===== src/hw/rtl/mcmb_pkg.sv =====
// Package with shared types and constants for the channel mailbox.
package mcmb_pkg;
	localparam int MaxChannels = 8;
	localparam int RingDepth = 16;
	localparam int WordBits = 32;
	localparam int ChW = $clog2(MaxChannels);
	localparam int PosW = $clog2(RingDepth);
	localparam int LimW = $clog2(RingDepth + 1);
	localparam int AddrW = ChW + PosW;

	typedef enum logic [2:0] {
		ACT_OPEN = 3'd0,
		ACT_CLOSE = 3'd1,
		ACT_SEND = 3'd2,
		ACT_RECV = 3'd3,
		ACT_BCAST = 3'd4
	} action_t;

	typedef enum logic [1:0] {
		ST_OK = 2'd0,
		ST_NO_CHANNEL = 2'd1,
		ST_WOULD_BLOCK = 2'd2,
		ST_NO_SLOT = 2'd3
	} status_t;

	typedef struct packed {
		logic [2:0] action;
		logic [2:0] channel_index;
		logic [4:0] open_limit;
		logic [31:0] write_data;
	} req_t;

	typedef struct packed {
		logic [1:0] status;
		logic [31:0] read_data;
		logic [2:0] opened_index;
	} rsp_t;

	typedef struct packed {
		logic [LimW-1:0] limit;
		logic [PosW-1:0] head;
		logic [PosW-1:0] tail;
		logic [LimW-1:0] fill;
	} slot_t;

	typedef struct packed {
		logic we;
		logic [AddrW-1:0] waddr;
		logic [WordBits-1:0] wdata;
		logic re;
		logic [AddrW-1:0] raddr;
	} word_cmd_t;
endpackage


===== src/hw/rtl/mcmb_word_ram.sv =====
// Word store of all channel rings, one write and one registered read port.
module mcmb_word_ram (
	input logic clk,
	input mcmb_pkg::word_cmd_t cmd,
	output logic [mcmb_pkg::WordBits-1:0] rdata
);
	import mcmb_pkg::*;
	logic [WordBits-1:0] mem [MaxChannels*RingDepth];
	always_ff @(posedge clk) begin
		if (cmd.we) begin
			mem[cmd.waddr] <= cmd.wdata;
		end
		if (cmd.re) begin
			rdata <= mem[cmd.raddr];
		end
	end
endmodule


===== config.mk =====
export PLATFORM = sky130hd
export DESIGN_NAME = mcmb_word_ram
export DESIGN_NICKNAME = d
export VERILOG_FILES = /design/src/hw/rtl/mcmb_pkg.sv /design/src/hw/rtl/mcmb_word_ram.sv
export SDC_FILE = /design/constraint.sdc
export NUM_CORES = 2
export LEC_CHECK = 0
export ABC_AREA = 1
export BUFFER_PORTS_ARGS = -buffer_cell sky130_fd_sc_hd__buf_2
export CAP_MARGIN = 25
export CORE_AREA = 2 2 609 611
export CTS_BUF_LIST = sky130_fd_sc_hd__clkbuf_8
export DETAILED_ROUTE_END_ITERATION = 6
export DIE_AREA = 0 0 611 613
export PLACE_DENSITY = 0.56
export REMOVE_ABC_BUFFERS = 1
export SLEW_MARGIN = 20
export SYNTH_ARGS = -nofsm -noshare
export SYNTH_HDL_FRONTEND = slang
export SYNTH_SLANG_ARGS = --single-unit
export TNS_END_PERCENT = 10

===== constraint.sdc =====
create_clock -name clk -period 5.4 [get_ports clk]
set_clock_uncertainty 0.1 [all_clocks]
set_input_delay 0.81 -clock clk [delete_from_list [all_inputs] [get_ports clk]]
set_output_delay 0.81 -clock clk [all_outputs]
set_load 0.02 [all_outputs]

==> results.md <==
- Status: complete, but fails checks
- Failing checks: DRC
- Avg Synthesized Cell Area: approximately 12 um^2
- Vias in the first global route: 105k
- Rows: roughly 220
- Crit path DAT: roughly 4.4 ns
- Antenna Nets Post-Route: 0
- Critical path class: in -> reg
- Die area: between 300000 and 400000 um^2
- Initial Utilization: 0.449
- Port Buf Inserts: 80
- Delay-heaviest family, CP: simple AND/OR/NAND/NOR gates
- Fin crit share: 0.638
- Final WS setup: a little under 2 ns
- Area Growth Syn to Fin: 12.1%
- Seq/Total Area, Yosys: 0.751
- Synth unique cells: 14
- Via count: between 100k and 150k
- Combinational family with the most area after synthesis: simple AND/OR/NAND/NOR gates
- Setup bufs post-CTS: 0
- Grt total ovfl: 0
- # DRC: 3
- NetSw: between 15000 and 20000 uW
- # nets final: 13.8k
- Post-route minimum period: 3.44 ns
- Final setup viols: 0
- Antenna violations before repair: around 40
- Flop pwr share: 0.549
- Slew HR: 0.226
- Mux contribution to synthesized area: 0
- Pint: 48600 uW
- Adder-cell area share of the yosys netlist: 0
- Min-delay src: cmd[10]
- Dpl hpwl: 300000 um
- Routed Wire Length: 533000 um
- Synth Area in Compound Gates: 0
- Worst path slowest cell: inv_16
- Endpoint class of the critical path: flop
- Least-Margin Pin Slew: between 1 and 1.5 ns
- Crit-path max cell delay: between 0.5 and 0.6 ns
- TritonCTS clock tree: yes
- DR WL/cell: between 20 and 30 um
- Total negative slack: 0 ns
- Leakage: roughly 0.065 uW
- CP startpoint: cmd[0]
- Gp weighted congestion: between 0.8 and 0.9
- RSZ-0062 raised after global routing: no
- Clock transition at the registers of the reported paths: ~0.06 ns
- VDD IR max: 0.000260 V
- Number of buffers and inverters on the critical path: 4
- Hold crit path type: in -> reg
- Root Buffer: clkbuf_8
- CP Cell Sequence: buf_12 -> inv_16 -> buf_12 -> buf_4 -> nand2_1 -> nand3_1 -> nand3_1 -> nand3_1 -> nand3_1 -> nand3_1 -> nand3_1 -> nand2_1
- Synth area leaders: edfxtp_1 (75%), nand3_1 (12%), nand2_1 (9.4%)
- Hold Violations, Final: 0
- Reg2reg setup slack: between 2 and 3 ns
- Cts bufs inserted: 680
- Hold WS: 0.0351 ns
- Non-filler instance count after layout: about 19k
- Top cell by count, worst path: nand3_1
- Pre-CTS WS: ~0.89 ns
- Worst Path Required: 6.36 ns
- Top cell type's share of synthesized area: 0.751
- # IOs: between 80 and 90
- Die height: around 600 um
- Fin. max-slew vios: 0
- Die span in x: between 600 and 700 um
- H-tree levels: 6
- Clock Tree Buf Depth: 4
- Fmax: ~0.29 GHz
- Core Area: between 300000 and 400000 um^2
- Clk pwr share: 0.382
- Cell Area, Synth: 165000 um^2
- Synthesis-stage register bit count: approximately 4.1k
- Tot GR Track Use: 0.279
- Simple-gate area share of the yosys netlist: 0.220
- Clock Latency Late Sink: roughly 1.3 ns
- Via density: a little under 6
- Largest net degree at the start of global routing: about 170
- Switching Fraction: 0.249
- Combinational share of power: 0.069
- Power per cell area: 350 nW/um^2
- Clock Sinks: between 4k and 5k
- Worst Path Max Fanout: 79
- Ys Warns: 0
- Post-synth top area cell: edfxtp_1
- Initial DRC Count: 15.1k
- First-pass GRT wire length: 755000 um
- Crit path launch type: primary input
- DP Cell Count: around 18k
- Share of cells above drive strength 1: 0.103
- Reg-to-Reg Start: mem[51][26]$_DFFE_PP_
- Xor/xnor share of the synthesized area: 0
- Max-cap violation count: 0
- Post-synthesis cell count: about 13k
- DR pass1 iterations: 7
[routing by layer]
layer | share of wire | vias up | GRT usage
met5 | 0.000071 | - | 0
met4 | 0.047 | 6 | 0.129
met3 | 0.090 | 880 | 0.0433
met2 | 0.46 | 5655 | 0.434
met1 | 0.40 | 55500 | 0.386
li1 | - | 48800 | -
[synth_stat cells, drive strengths merged]
| cell type | instances |
|---|---|
| nand2 | 4151 |
| edfxtp | 4128 |
| nand3 | 4035 |
| buf | 800 |
| nor2 | 134 |
| clkbuf | 109 |
| inv | 24 |
| nor3 | 8 |
[metrics by stage]
stage               power, uW  instance area, um^2  utilization
detailed placement      40600               173000        0.469
finish                  64600               185000        0.503
global route            66600               185000        0.503
global placement        40500               172000        0.469
floorplan               38200               160000            -
CTS                     64900               185000        0.502
[cell type report]
cell class | count | area [um^2]
Fill cell | 31900 | 183000
Sequential cell | 4128 | 124000
Multi-Input combinational cell | 8328 | 37300
Clock buffer | 692 | 9520
Tap cell | 4837 | 6050
Timing Repair Buffer | 552 | 5280
Clock inverter | 498 | 2380
Antenna cell | 81 | 203
Inverter | 24 | 145
[flip-flops by register name, indices dropped and copies added (netlist names)]
| name | flops |
|---|---|
| rdata | 32 |
| mem | 4096 |
[worst paths after layout]
kind / end / cells past startpoint
setup reg to reg: rdata[26]$_DFFE_PP_ / 8
setup / recovery: rdata[6]$_DFFE_PP_ / 12
hold / removal: mem[96][2]$_DFFE_PP_ / 1
hold reg to reg: rdata[30]$_DFFE_PP_ / 8
[power groups by stage]
stage                     clock network (uW)  logic [uW]  registers [uW]
after floorplan                            0        2060           36200
after global placement                     0        4320           36200
after detailed placement                   0        4380           36200
after CTS                              25000        4400           35500
after global routing                   26400        4700           35500
final                                  24700        4450           35500
[cells by family after synthesis]
kind of cell / count (synthesis)
simple gates: 8328
buf+inv: 933
flops: 4128
[placed cells by master (no fill, tap or decap)]
master / n
buf_12: 81
buf_16: 8
buf_2: 42
buf_4: 403
buf_6: 4
buf_8: 3
bufinv_16: 5
clkbuf_8: 692
clkinv_1: 145
clkinv_2: 42
clkinv_8: 8
clkinvlp_4: 16
diode_2: 81
dlygate4sd3_1: 11
edfxtp_1: 4128
inv_1: 278
inv_12: 4
inv_16: 3
inv_4: 1
inv_6: 10
inv_8: 10
nand2_1: 4143
nand2_2: 8
nand3_1: 4035
nor2_1: 4
nor2_2: 2
nor2_4: 128
nor3_1: 8
[what timing repair did]
| item | CTS | global route |
|---|---|---|
| hold endpoints to repair | 182 | 24 |
| resized for setup | 0 | 0 |
| hold buffers | 10 | 1 |
Note: power is estimated with default switching activity, not from simulation.
