## src/hw/rtl/mcmb_pkg.sv

```systemverilog
// Package with shared types and constants for the channel mailbox.
package mcmb_pkg;
	localparam int MaxChannels = 8;
	localparam int RingDepth = 16;
	localparam int WordBits = 32;
	localparam int ChW = $clog2(MaxChannels);
	localparam int PosW = $clog2(RingDepth);
	localparam int LimW = $clog2(RingDepth + 1);
	localparam int AddrW = ChW + PosW;

	typedef enum logic [2:0] {
		ACT_OPEN = 3'd0,
		ACT_CLOSE = 3'd1,
		ACT_SEND = 3'd2,
		ACT_RECV = 3'd3,
		ACT_BCAST = 3'd4
	} action_t;

	typedef enum logic [1:0] {
		ST_OK = 2'd0,
		ST_NO_CHANNEL = 2'd1,
		ST_WOULD_BLOCK = 2'd2,
		ST_NO_SLOT = 2'd3
	} status_t;

	typedef struct packed {
		logic [2:0] action;
		logic [2:0] channel_index;
		logic [4:0] open_limit;
		logic [31:0] write_data;
	} req_t;

	typedef struct packed {
		logic [1:0] status;
		logic [31:0] read_data;
		logic [2:0] opened_index;
	} rsp_t;

	typedef struct packed {
		logic [LimW-1:0] limit;
		logic [PosW-1:0] head;
		logic [PosW-1:0] tail;
		logic [LimW-1:0] fill;
	} slot_t;

	typedef struct packed {
		logic we;
		logic [AddrW-1:0] waddr;
		logic [WordBits-1:0] wdata;
		logic re;
		logic [AddrW-1:0] raddr;
	} word_cmd_t;
endpackage

```

## src/hw/rtl/mcmb_if.sv

```systemverilog
// Valid and ready channel interface carrying one payload.
interface mcmb_if #(parameter type payload_t = logic) (input logic clk);
	logic valid;
	logic ready;
	payload_t data;
	modport source (output valid, output data, input ready);
	modport sink (input valid, input data, output ready);
endinterface

```

## src/hw/rtl/mcmb_ctrl.sv

```systemverilog
// Sequencer that walks slot descriptors and drives the word store.
module mcmb_ctrl (
	input logic clk,
	input logic arst_n,
	mcmb_if.sink req,
	mcmb_if.source rsp,
	output mcmb_pkg::word_cmd_t cmd,
	input logic [mcmb_pkg::WordBits-1:0] ram_rdata
);
	import mcmb_pkg::*;

	typedef enum logic [4:0] {
		S_IDLE = 5'b00001,
		S_SCAN = 5'b00010,
		S_PUSH = 5'b00100,
		S_READ = 5'b01000,
		S_DONE = 5'b10000
	} state_t;

	state_t state_q;
	req_t req_q;
	slot_t slot_q [MaxChannels];
	logic [MaxChannels-1:0] open_q;
	logic [ChW:0] walk_q;
	logic any_q;
	logic full_q;
	rsp_t rsp_q;
	logic rsp_valid_q;
	logic [ChW-1:0] ch;
	logic [ChW-1:0] wch;
	logic [PosW-1:0] nxt_tail;
	logic [PosW-1:0] nxt_head;
	logic [LimW-1:0] sat_lim;
	logic [ChW-1:0] free_idx;
	logic free_any;
	logic ch_ok;

	assign ch = req_q.channel_index[ChW-1:0];
	assign wch = walk_q[ChW-1:0];
	assign sat_lim = (req_q.open_limit > 5'(RingDepth)) ? LimW'(RingDepth)
		: LimW'(req_q.open_limit);
	assign ch_ok = ((ChW+1)'(req_q.channel_index) < (ChW+1)'(MaxChannels)) && open_q[ch];

	always_comb begin
		free_any = 1'b0;
		free_idx = '0;
		for (int i = MaxChannels - 1; i >= 0; i--) begin
			if (!open_q[i]) begin
				free_any = 1'b1;
				free_idx = ChW'(i);
			end
		end
	end

	assign req.ready = (state_q == S_IDLE) && !rsp_valid_q;
	assign rsp.valid = rsp_valid_q;
	assign rsp.data = rsp_q;

	logic [ChW-1:0] pch;
	assign pch = (req_q.action == ACT_BCAST) ? wch : ch;
	assign nxt_tail = (LimW'(slot_q[pch].tail) + 1'b1 >= slot_q[pch].limit) ? '0
		: slot_q[pch].tail + 1'b1;
	assign nxt_head = (LimW'(slot_q[ch].head) + 1'b1 >= slot_q[ch].limit) ? '0
		: slot_q[ch].head + 1'b1;

	always_comb begin
		cmd = '0;
		cmd.wdata = req_q.write_data[WordBits-1:0];
		cmd.waddr = {pch, slot_q[pch].tail};
		cmd.raddr = {ch, slot_q[ch].head};
		if (state_q == S_PUSH) begin
			cmd.we = (req_q.action == ACT_SEND) || open_q[wch];
		end
		cmd.re = (state_q == S_READ);
	end

	always_ff @(posedge clk or negedge arst_n) begin
		if (!arst_n) begin
			state_q <= S_IDLE;
			open_q <= '0;
			rsp_valid_q <= 1'b0;
			walk_q <= '0;
			any_q <= 1'b0;
			full_q <= 1'b0;
			for (int i = 0; i < MaxChannels; i++) begin
				slot_q[i] <= '0;
			end
		end else begin
			if (rsp.valid && rsp.ready) begin
				rsp_valid_q <= 1'b0;
			end
			unique case (state_q)
				S_IDLE: begin
					if (req.valid && req.ready) begin
						req_q <= req.data;
						walk_q <= '0;
						any_q <= 1'b0;
						full_q <= 1'b0;
						rsp_q <= '0;
						state_q <= S_SCAN;
					end
				end
				S_SCAN: begin
					state_q <= S_DONE;
					case (req_q.action)
						ACT_OPEN: begin
							if (free_any) begin
								open_q[free_idx] <= 1'b1;
								slot_q[free_idx] <= '{limit: sat_lim, head: '0,
									tail: '0, fill: '0};
								rsp_q.opened_index <= 3'(free_idx);
								rsp_q.status <= ST_OK;
							end else begin
								rsp_q.status <= ST_NO_SLOT;
							end
						end
						ACT_CLOSE: begin
							if (ch_ok) begin
								open_q[ch] <= 1'b0;
								slot_q[ch] <= '0;
								rsp_q.status <= ST_OK;
							end else begin
								rsp_q.status <= ST_NO_CHANNEL;
							end
						end
						ACT_SEND: begin
							if (!ch_ok) begin
								rsp_q.status <= ST_NO_CHANNEL;
							end else if (slot_q[ch].fill < slot_q[ch].limit) begin
								rsp_q.status <= ST_OK;
								state_q <= S_PUSH;
							end else begin
								rsp_q.status <= ST_WOULD_BLOCK;
							end
						end
						ACT_RECV: begin
							if (!ch_ok) begin
								rsp_q.status <= ST_NO_CHANNEL;
							end else if (slot_q[ch].fill != '0) begin
								rsp_q.status <= ST_OK;
								state_q <= S_READ;
							end else begin
								rsp_q.status <= ST_WOULD_BLOCK;
							end
						end
						ACT_BCAST: begin
							if (walk_q == (ChW+1)'(MaxChannels)) begin
								walk_q <= '0;
								if (full_q) begin
									rsp_q.status <= ST_WOULD_BLOCK;
								end else if (!any_q) begin
									rsp_q.status <= ST_NO_CHANNEL;
								end else begin
									rsp_q.status <= ST_OK;
									state_q <= S_PUSH;
								end
							end else begin
								state_q <= S_SCAN;
								walk_q <= walk_q + 1'b1;
								if (open_q[wch]) begin
									any_q <= 1'b1;
									if (slot_q[wch].fill >= slot_q[wch].limit) begin
										full_q <= 1'b1;
									end
								end
							end
						end
						default: rsp_q.status <= ST_NO_CHANNEL;
					endcase
				end
				S_PUSH: begin
					if (cmd.we) begin
						slot_q[pch].tail <= nxt_tail;
						slot_q[pch].fill <= slot_q[pch].fill + 1'b1;
					end
					if (req_q.action == ACT_BCAST && walk_q != (ChW+1)'(MaxChannels - 1)) begin
						walk_q <= walk_q + 1'b1;
					end else begin
						state_q <= S_DONE;
					end
				end
				S_READ: begin
					slot_q[ch].head <= nxt_head;
					slot_q[ch].fill <= slot_q[ch].fill - 1'b1;
					state_q <= S_DONE;
				end
				S_DONE: begin
					if (req_q.action == ACT_RECV && rsp_q.status == ST_OK) begin
						rsp_q.read_data <= 32'(ram_rdata);
					end
					rsp_valid_q <= 1'b1;
					state_q <= S_IDLE;
				end
				default: state_q <= S_IDLE;
			endcase
		end
	end
endmodule

```

## src/flat_wrapper.sv

```systemverilog
// flat-port wrapper written by rule: the top's interface ports become plain ports
module mcmb_ctrl_flat import mcmb_pkg::*;
  (clk, arst_n, cmd, ram_rdata, req_valid, req_data, req_ready, rsp_valid, rsp_data, rsp_ready);
  mcmb_if req_i (.clk(clk));
  mcmb_if rsp_i (.clk(clk));
  input logic clk;
  input logic arst_n;
  output mcmb_pkg::word_cmd_t cmd;
  input logic [mcmb_pkg::WordBits-1:0] ram_rdata;
  input wire logic [$bits(req_i.valid)-1:0] req_valid;
  input wire logic [$bits(req_i.data)-1:0] req_data;
  output wire logic [$bits(req_i.ready)-1:0] req_ready;
  output wire logic [$bits(rsp_i.valid)-1:0] rsp_valid;
  output wire logic [$bits(rsp_i.data)-1:0] rsp_data;
  input wire logic [$bits(rsp_i.ready)-1:0] rsp_ready;
  assign req_i.valid = req_valid;
  assign req_i.data = req_data;
  assign req_ready = req_i.ready;
  assign rsp_valid = rsp_i.valid;
  assign rsp_data = rsp_i.data;
  assign rsp_i.ready = rsp_ready;
  mcmb_ctrl u_core (.clk(clk), .arst_n(arst_n), .req(req_i), .rsp(rsp_i), .cmd(cmd), .ram_rdata(ram_rdata));
endmodule
```

## config.mk

```make
export PLATFORM = sky130hd
export DESIGN_NAME = mcmb_ctrl_flat
export DESIGN_NICKNAME = d
export VERILOG_FILES = /design/src/hw/rtl/mcmb_pkg.sv /design/src/hw/rtl/mcmb_if.sv /design/src/hw/rtl/mcmb_ctrl.sv /design/src/flat_wrapper.sv
export SDC_FILE = /design/constraint.sdc
export NUM_CORES = 1
export LEC_CHECK = 0
export BUFFER_PORTS_ARGS = -buffer_cell sky130_fd_sc_hd__buf_4
export CORE_AREA = 3 3 62 64
export DETAILED_ROUTE_END_ITERATION = 8
export DIE_AREA = 0 0 65 67
export PLACE_DENSITY = 0.77
export SYNTH_ARGS = -nofsm -noshare
export SYNTH_HDL_FRONTEND = slang
export SYNTH_SLANG_ARGS = --single-unit
```

## constraint.sdc

```tcl
create_clock -name clk -period 1.6 [get_ports clk]
set_input_delay 0.32 -clock clk [delete_from_list [all_inputs] [get_ports clk]]
set_output_delay 0.32 -clock clk [all_outputs]
set_load 0.01 [all_outputs]
```

==> impl_metrics.toml, run 1 <==
[route]
vias_per_cell = 3.74
drt-met1-wl_um = 710
antenna_left = 0
routedWlPerCell_um = 9.66
top_layer = "met4"
wl_met3_um = 142
route.met2.wl_um = 851
wl_um = 1710
drc_errors = 0
drt_pass1_iterations = 3
first_iter_violations = 31
vias = 662

[die]
dieWidth_um = 65
rows = 21
initial_core_util_pct = 34.2
core_um2 = 3340
ioPinCount = 88
die-height_um = 67
die-area_um2 = 4360

[sta]
hold_viol_final = 0
drv_slew = 0
setup_tns_ns = 0
fmax_ghz = 0.651
min_period_over_period_pct = 95.9
skew_ns = 0.00237
rsz0062_at_grt = "false"
min_period_ns = 1.54
setup_violations = 0

[clock_network]
cts_setup_buffers = 0
cts_tree = "yes"
numCtsBuffers = 3
clkTransAtPathRegs_ns = 0.11
root_buffer = "clkbuf_4"
cts.path.max_buffers = 2
htreeDepth = 1
clock_sinks = 22
clock_latency_ns = 0.29

[yosys]
synth_area_um2 = 1140
synth_edf_count = 2
synth-simple-area-share_pct = 15.7
synthMuxAreaShare_pct = 0
synthFlopType = "dfrtp_1"
synth_top_family_by_area = "buffers and inverters"
synth_cell_types = 25
synth_compound_area_share_pct = 7.56
synth_fa_ha_area_share_pct = 0
seq_area_frac_synth_pct = 49.2
synth_xor_area_share_pct = 0
ys_ff_latch = 22
ys_warn_count = 0
postSynthCellCount = 106
async_reset_ff_share_pct = 90.9
avgSynthCellArea_um2 = 10.8

[place]
place_congestion = 0.729
place_hpwl_um = 1310
io_buffers = 16

[final_layout]
nNetsFinal = 169
drive_above_1_share_pct = 25.2
final_common_cell = "conb_1"
final.fill_count = 350
synthToLayoutAreaGrowth_pct = 11.2
diodes = 0
final_cell_mix = "39 x conb_1, 21 x buf_4, 19 x dfrtp_1"

[critical_path]
critical_path_buf_inv_count = 1
critical_path.endpoint_type = "primary output"
startpoint = "u_core.state_q[0]"
path_class = "reg -> out"
cpPeakStageDelay_ns = 0.60
path_cells = "and3_4 -> buf_4"
crit_slowest_cell = "dfstp_2"
arrival_ns = 1.22
worstSetupStartpointType = "flip-flop"
cp.required_ns = 1.28
cp_top_family = "flip-flops"
crit_fanout = 5
r2r-start = "u_core.state_q[0]"

[min_path]
min_path_type = "in -> reg"
hp-start = "req_data"

[status]
status = "finished clean"

[flow_run]
cap_violations = 0

[global_route]
grt_overflow_total = 0
gr-usage-all-layers_pct = 7.61
grt_pass1_vias = 530
grt_first_pass_wirelength_um = 2520
grt_max_degree = 22
antenna_found_initial = 0

[power]
p_total_mw = 1.55
vdd_drop_max_v = 0.000593
leakagePower_nw = 0.690
power_density_nw_per_um2 = 1220
cell families after synthesis:
group	Yosys count
other	1
flip-flops	22
AO/OA/AOI/OAI	13
AND/OR/NAND/NOR	26
buffers and inverters	44
stage by stage:
stage / util [%] / instances / setup WS [ns] / area, µm² / hold slack, ns
after floorplan: - / 144 / 0.0932 / 1280 / 0.0244
after global placement: 36.2 / 172 / 0.0419 / 1210 / 0.308
after detailed placement: 36.2 / 172 / 0.0213 / 1210 / 0.311
after CTS: 37.6 / 177 / 0.00780 / 1250 / 0.187
after global routing: 38.1 / 177 / 0.00564 / 1270 / 0.174
final: 38.1 / 177 / 0.0649 / 1270 / 0.195
state kept, by name, summed over array words and instances (netlist names):
name              flops
u_core.cmd            1
u_core.open_q         8
u_core.rsp.data       1
u_core.rsp.valid      1
u_core.slot_q         8
u_core.state_q        3
synth_stat cells, drive strengths merged (2+ instances only):
library cell / instances / area, µm²
o21bai: 3 / 22.5
o21ai: 2 / 10.0
nor2: 2 / 7.51
buf: 39 / 293
a31oi: 2 / 12.5
dfrtp: 19 / 475
and3: 5 / 36.3
a21oi: 2 / 10.0
and2: 2 / 12.5
nand3: 2 / 10.0
nor2b: 5 / 31.3
inv: 5 / 18.8
edfxtp: 2 / 60.1
and2b: 5 / 37.5
a21o: 3 / 22.5
power by group:
part	internal (mW)	switching (mW)	total [mW]
sequential	0.671	0.0850	0.756
combinational	0.246	0.253	0.500
clock	0.139	0.151	0.289
total	1.06	0.489	1.55
path summary, 6_finish.rpt:
kind	end	slack, ns	cells past startpoint
hold / removal	u_core.cmd[8]	0.19	1
hold reg to reg	u_core.slot_q[132]	0.50	1
setup reg to reg	u_core.rsp.data	0.10	4
setup / recovery	req_ready	0.06	2
max in group asynchronous	u_core.state_q[0]	0.78	3
min in group asynchronous	u_core.slot_q[138]	0.55	3
cell type report:
cell class | count | area [µm²] | area share [%]
inverter | 5 | 18.8 | 1.48
tap | 46 | 57.6 | 4.53
clock buffer | 4 | 36.3 | 2.86
multi-input combinational | 78 | 428 | 33.7
sequential | 22 | 562 | 44.2
timing repair buffer | 22 | 168 | 13.2
per-layer routing:
metal | GRT usage (%) | vias to the layer above
li1 | - | 317
met1 | 10.1 | 313
met2 | 11.6 | 30
met3 | 3.54 | 2
met4 | 0.792 | 0
met5 | 0 | -
repair_timing:
item	in CTS	in global routing
hold buffers	1	0
resized for setup	0	4
endpoints found under the hold margin	19	0
setup endpoints to repair	0	2
Note: power is estimated with default switching activity, not from simulation.
==> run 2, diff against run 1 <==
--- a/config.mk
+++ b/config.mk
@@ -6,10 +6,10 @@
 export NUM_CORES = 1
 export LEC_CHECK = 0
 export BUFFER_PORTS_ARGS = -buffer_cell sky130_fd_sc_hd__buf_4
-export CORE_AREA = 3 3 62 64
+export CORE_AREA = 3 3 57 59
 export DETAILED_ROUTE_END_ITERATION = 8
-export DIE_AREA = 0 0 65 67
-export PLACE_DENSITY = 0.77
+export DIE_AREA = 0 0 60 62
+export PLACE_DENSITY = 0.86
 export SYNTH_ARGS = -nofsm -noshare
 export SYNTH_HDL_FRONTEND = slang
 export SYNTH_SLANG_ARGS = --single-unit
==> constraint.sdc (replaced) <==
create_clock -name clk -period 1.85 [get_ports clk]
set_input_delay 0.37 -clock clk [delete_from_list [all_inputs] [get_ports clk]]
set_output_delay 0.37 -clock clk [all_outputs]
set_load 0.01 [all_outputs]
==> run 2 against run 1 <==
Net effect: worst hold slack gained 0.036 ns; power shrank 15%; setup slack better by 0.17 ns; flip-flop and latch count unchanged; cell area decreased by 4.2%; wire length fell by 0.94%; first-iteration DRC count down 74%; die area decreased by 15%.
==> impl_metrics.toml, run 2 (synthesis results as in run 1) <==
[clock_network]
numCtsBuffers = 3
clock_sinks = 22
ctsResizeCount = 0
cts_tree = "yes"
cts.path.max_buffers = 2
clock_latency_ns = 0.31
root_buffer = "clkbuf_4"
clkTransAtPathRegs_ns = 0.12
htreeDepth = 1

[critical_path]
reg2reg_slack_ns = 0.26
r2r_end = "u_core.rsp.data"
r2r-start = "u_core.state_q[0]"
crit_fanout = 5
cpPeakStageDelay_ns = 0.60
critical_path.endpoint_type = "primary output"
arrival_ns = 1.24
reg2regPathDepth = 3
cp_top_family = "flip-flops"
crit_slowest_cell = "dfstp_2"
path_class = "reg -> out"
critical_path_buf_inv_count = 1
worstSetupStartpointType = "flip-flop"
cp.required_ns = 1.48
path_cells = "and3_1 -> buf_4"

[final_layout]
final_common_cell = "conb_1"
final.fill_count = 265
fin_area_um2 = 1220
drive_above_1_share_pct = 20.5
nNetsFinal = 165
diodes = 0
synthToLayoutAreaGrowth_pct = 6.46
final_cell_mix = "39 x conb_1, 19 x dfrtp_1, 17 x buf_4"
utilization_pct = 44.1
top_regs = "u_core.open_q (8), u_core.slot_q (8), u_core.state_q (3)"
final_cells = 158

[sta]
min_period_over_period_pct = 87.3
fin_ws_ns = 0.235
min_period_ns = 1.61
hold_ws_ns = 0.231
rsz0062_at_grt = "false"
drv_slew = 0
hold_viol_final = 0
skew_ns = 0.00807
setup_tns_ns = 0
fmax_ghz = 0.619
setup_violations = 0

[global_route]
grt_overflow_total = 0
grt_pass1_vias = 636
antenna_found_initial = 0
grt_first_pass_wirelength_um = 2750
gr-usage-all-layers_pct = 9.96
grt_max_degree = 22

[route]
wl_um = 1690
vias = 654
routedWlPerCell_um = 10.7
antenna_left = 0
first_iter_violations = 8
drt_pass1_iterations = 3
drc_errors = 0
vias_per_cell = 4.14

[min_path]
hp-start = "rsp_ready"
hold_end = "u_core.rsp.valid"
min_path_cells = 2
min_path_type = "in -> reg"

[die]
rows = 19
initial_core_util_pct = 41.4
die-height_um = 62
core_um2 = 2760
ioPinCount = 88
die-area_um2 = 3720
dieWidth_um = 60

[place]
dp_cells = 153
io_buffers = 16
placed_cell_area_um2 = 1160
place_hpwl_um = 1380
place_congestion = 0.741
pre_cts_slack_ns = 0.265

[flow_run]
cap_violations = 0

[power]
leakagePower_nw = 0.673
vdd_drop_max_v = 0.000579
p_total_mw = 1.31
power_density_nw_per_um2 = 1080

[status]
status = "finished clean"
==> run 2: cell count changes in the layout (fill, tap and decap cells not counted), sizes merged <==
| cell | before | now |
|---|---|---|
| buf | 21 | 17 |
==> run 2: power breakdown <==
part	switching, mW	internal (mW)
logic	0.191	0.145
clock network	0.144	0.165
registers	0.0828	0.581
total	0.417	0.891
==> run 2: cell type report <==
type | instances | area [µm²] | share of cell area [%]
Multi-Input combinational cell | 78 | 412 | 33.8
Inverter | 5 | 18.8 | 1.54
Clock buffer | 4 | 47.5 | 3.91
Tap cell | 31 | 38.8 | 3.19
Sequential cell | 22 | 562 | 46.2
Timing Repair Buffer | 18 | 138 | 11.3
==> run 2: metal layers <==
layer | wire [µm] | GRT usage, %
met4 | 30 | 4.75
met5 | 0 | 0
met1 | 599 | 9.97
met2 | 917 | 19.0
met3 | 146 | 2.69
==> run 2: repair_timing <==
item                                   in CTS  in global routing
buffers inserted                            0                  0
hold buffers                                1                  0
endpoints found under the hold margin      19                  0
setup endpoints to repair                   0                  0
==> run 2: worst max path at each step <==
stage                            startpoint  cells after the start         endpoint
after floorplan           u_core.state_q[0]                      3  u_core.rsp.data
after global placement    u_core.state_q[0]                      3  u_core.rsp.data
after detailed placement  u_core.state_q[0]                      3  u_core.rsp.data
after CTS                 u_core.state_q[0]                      2        req_ready
after global routing      u_core.state_q[0]                      2        req_ready
final                     u_core.state_q[0]                      2        req_ready
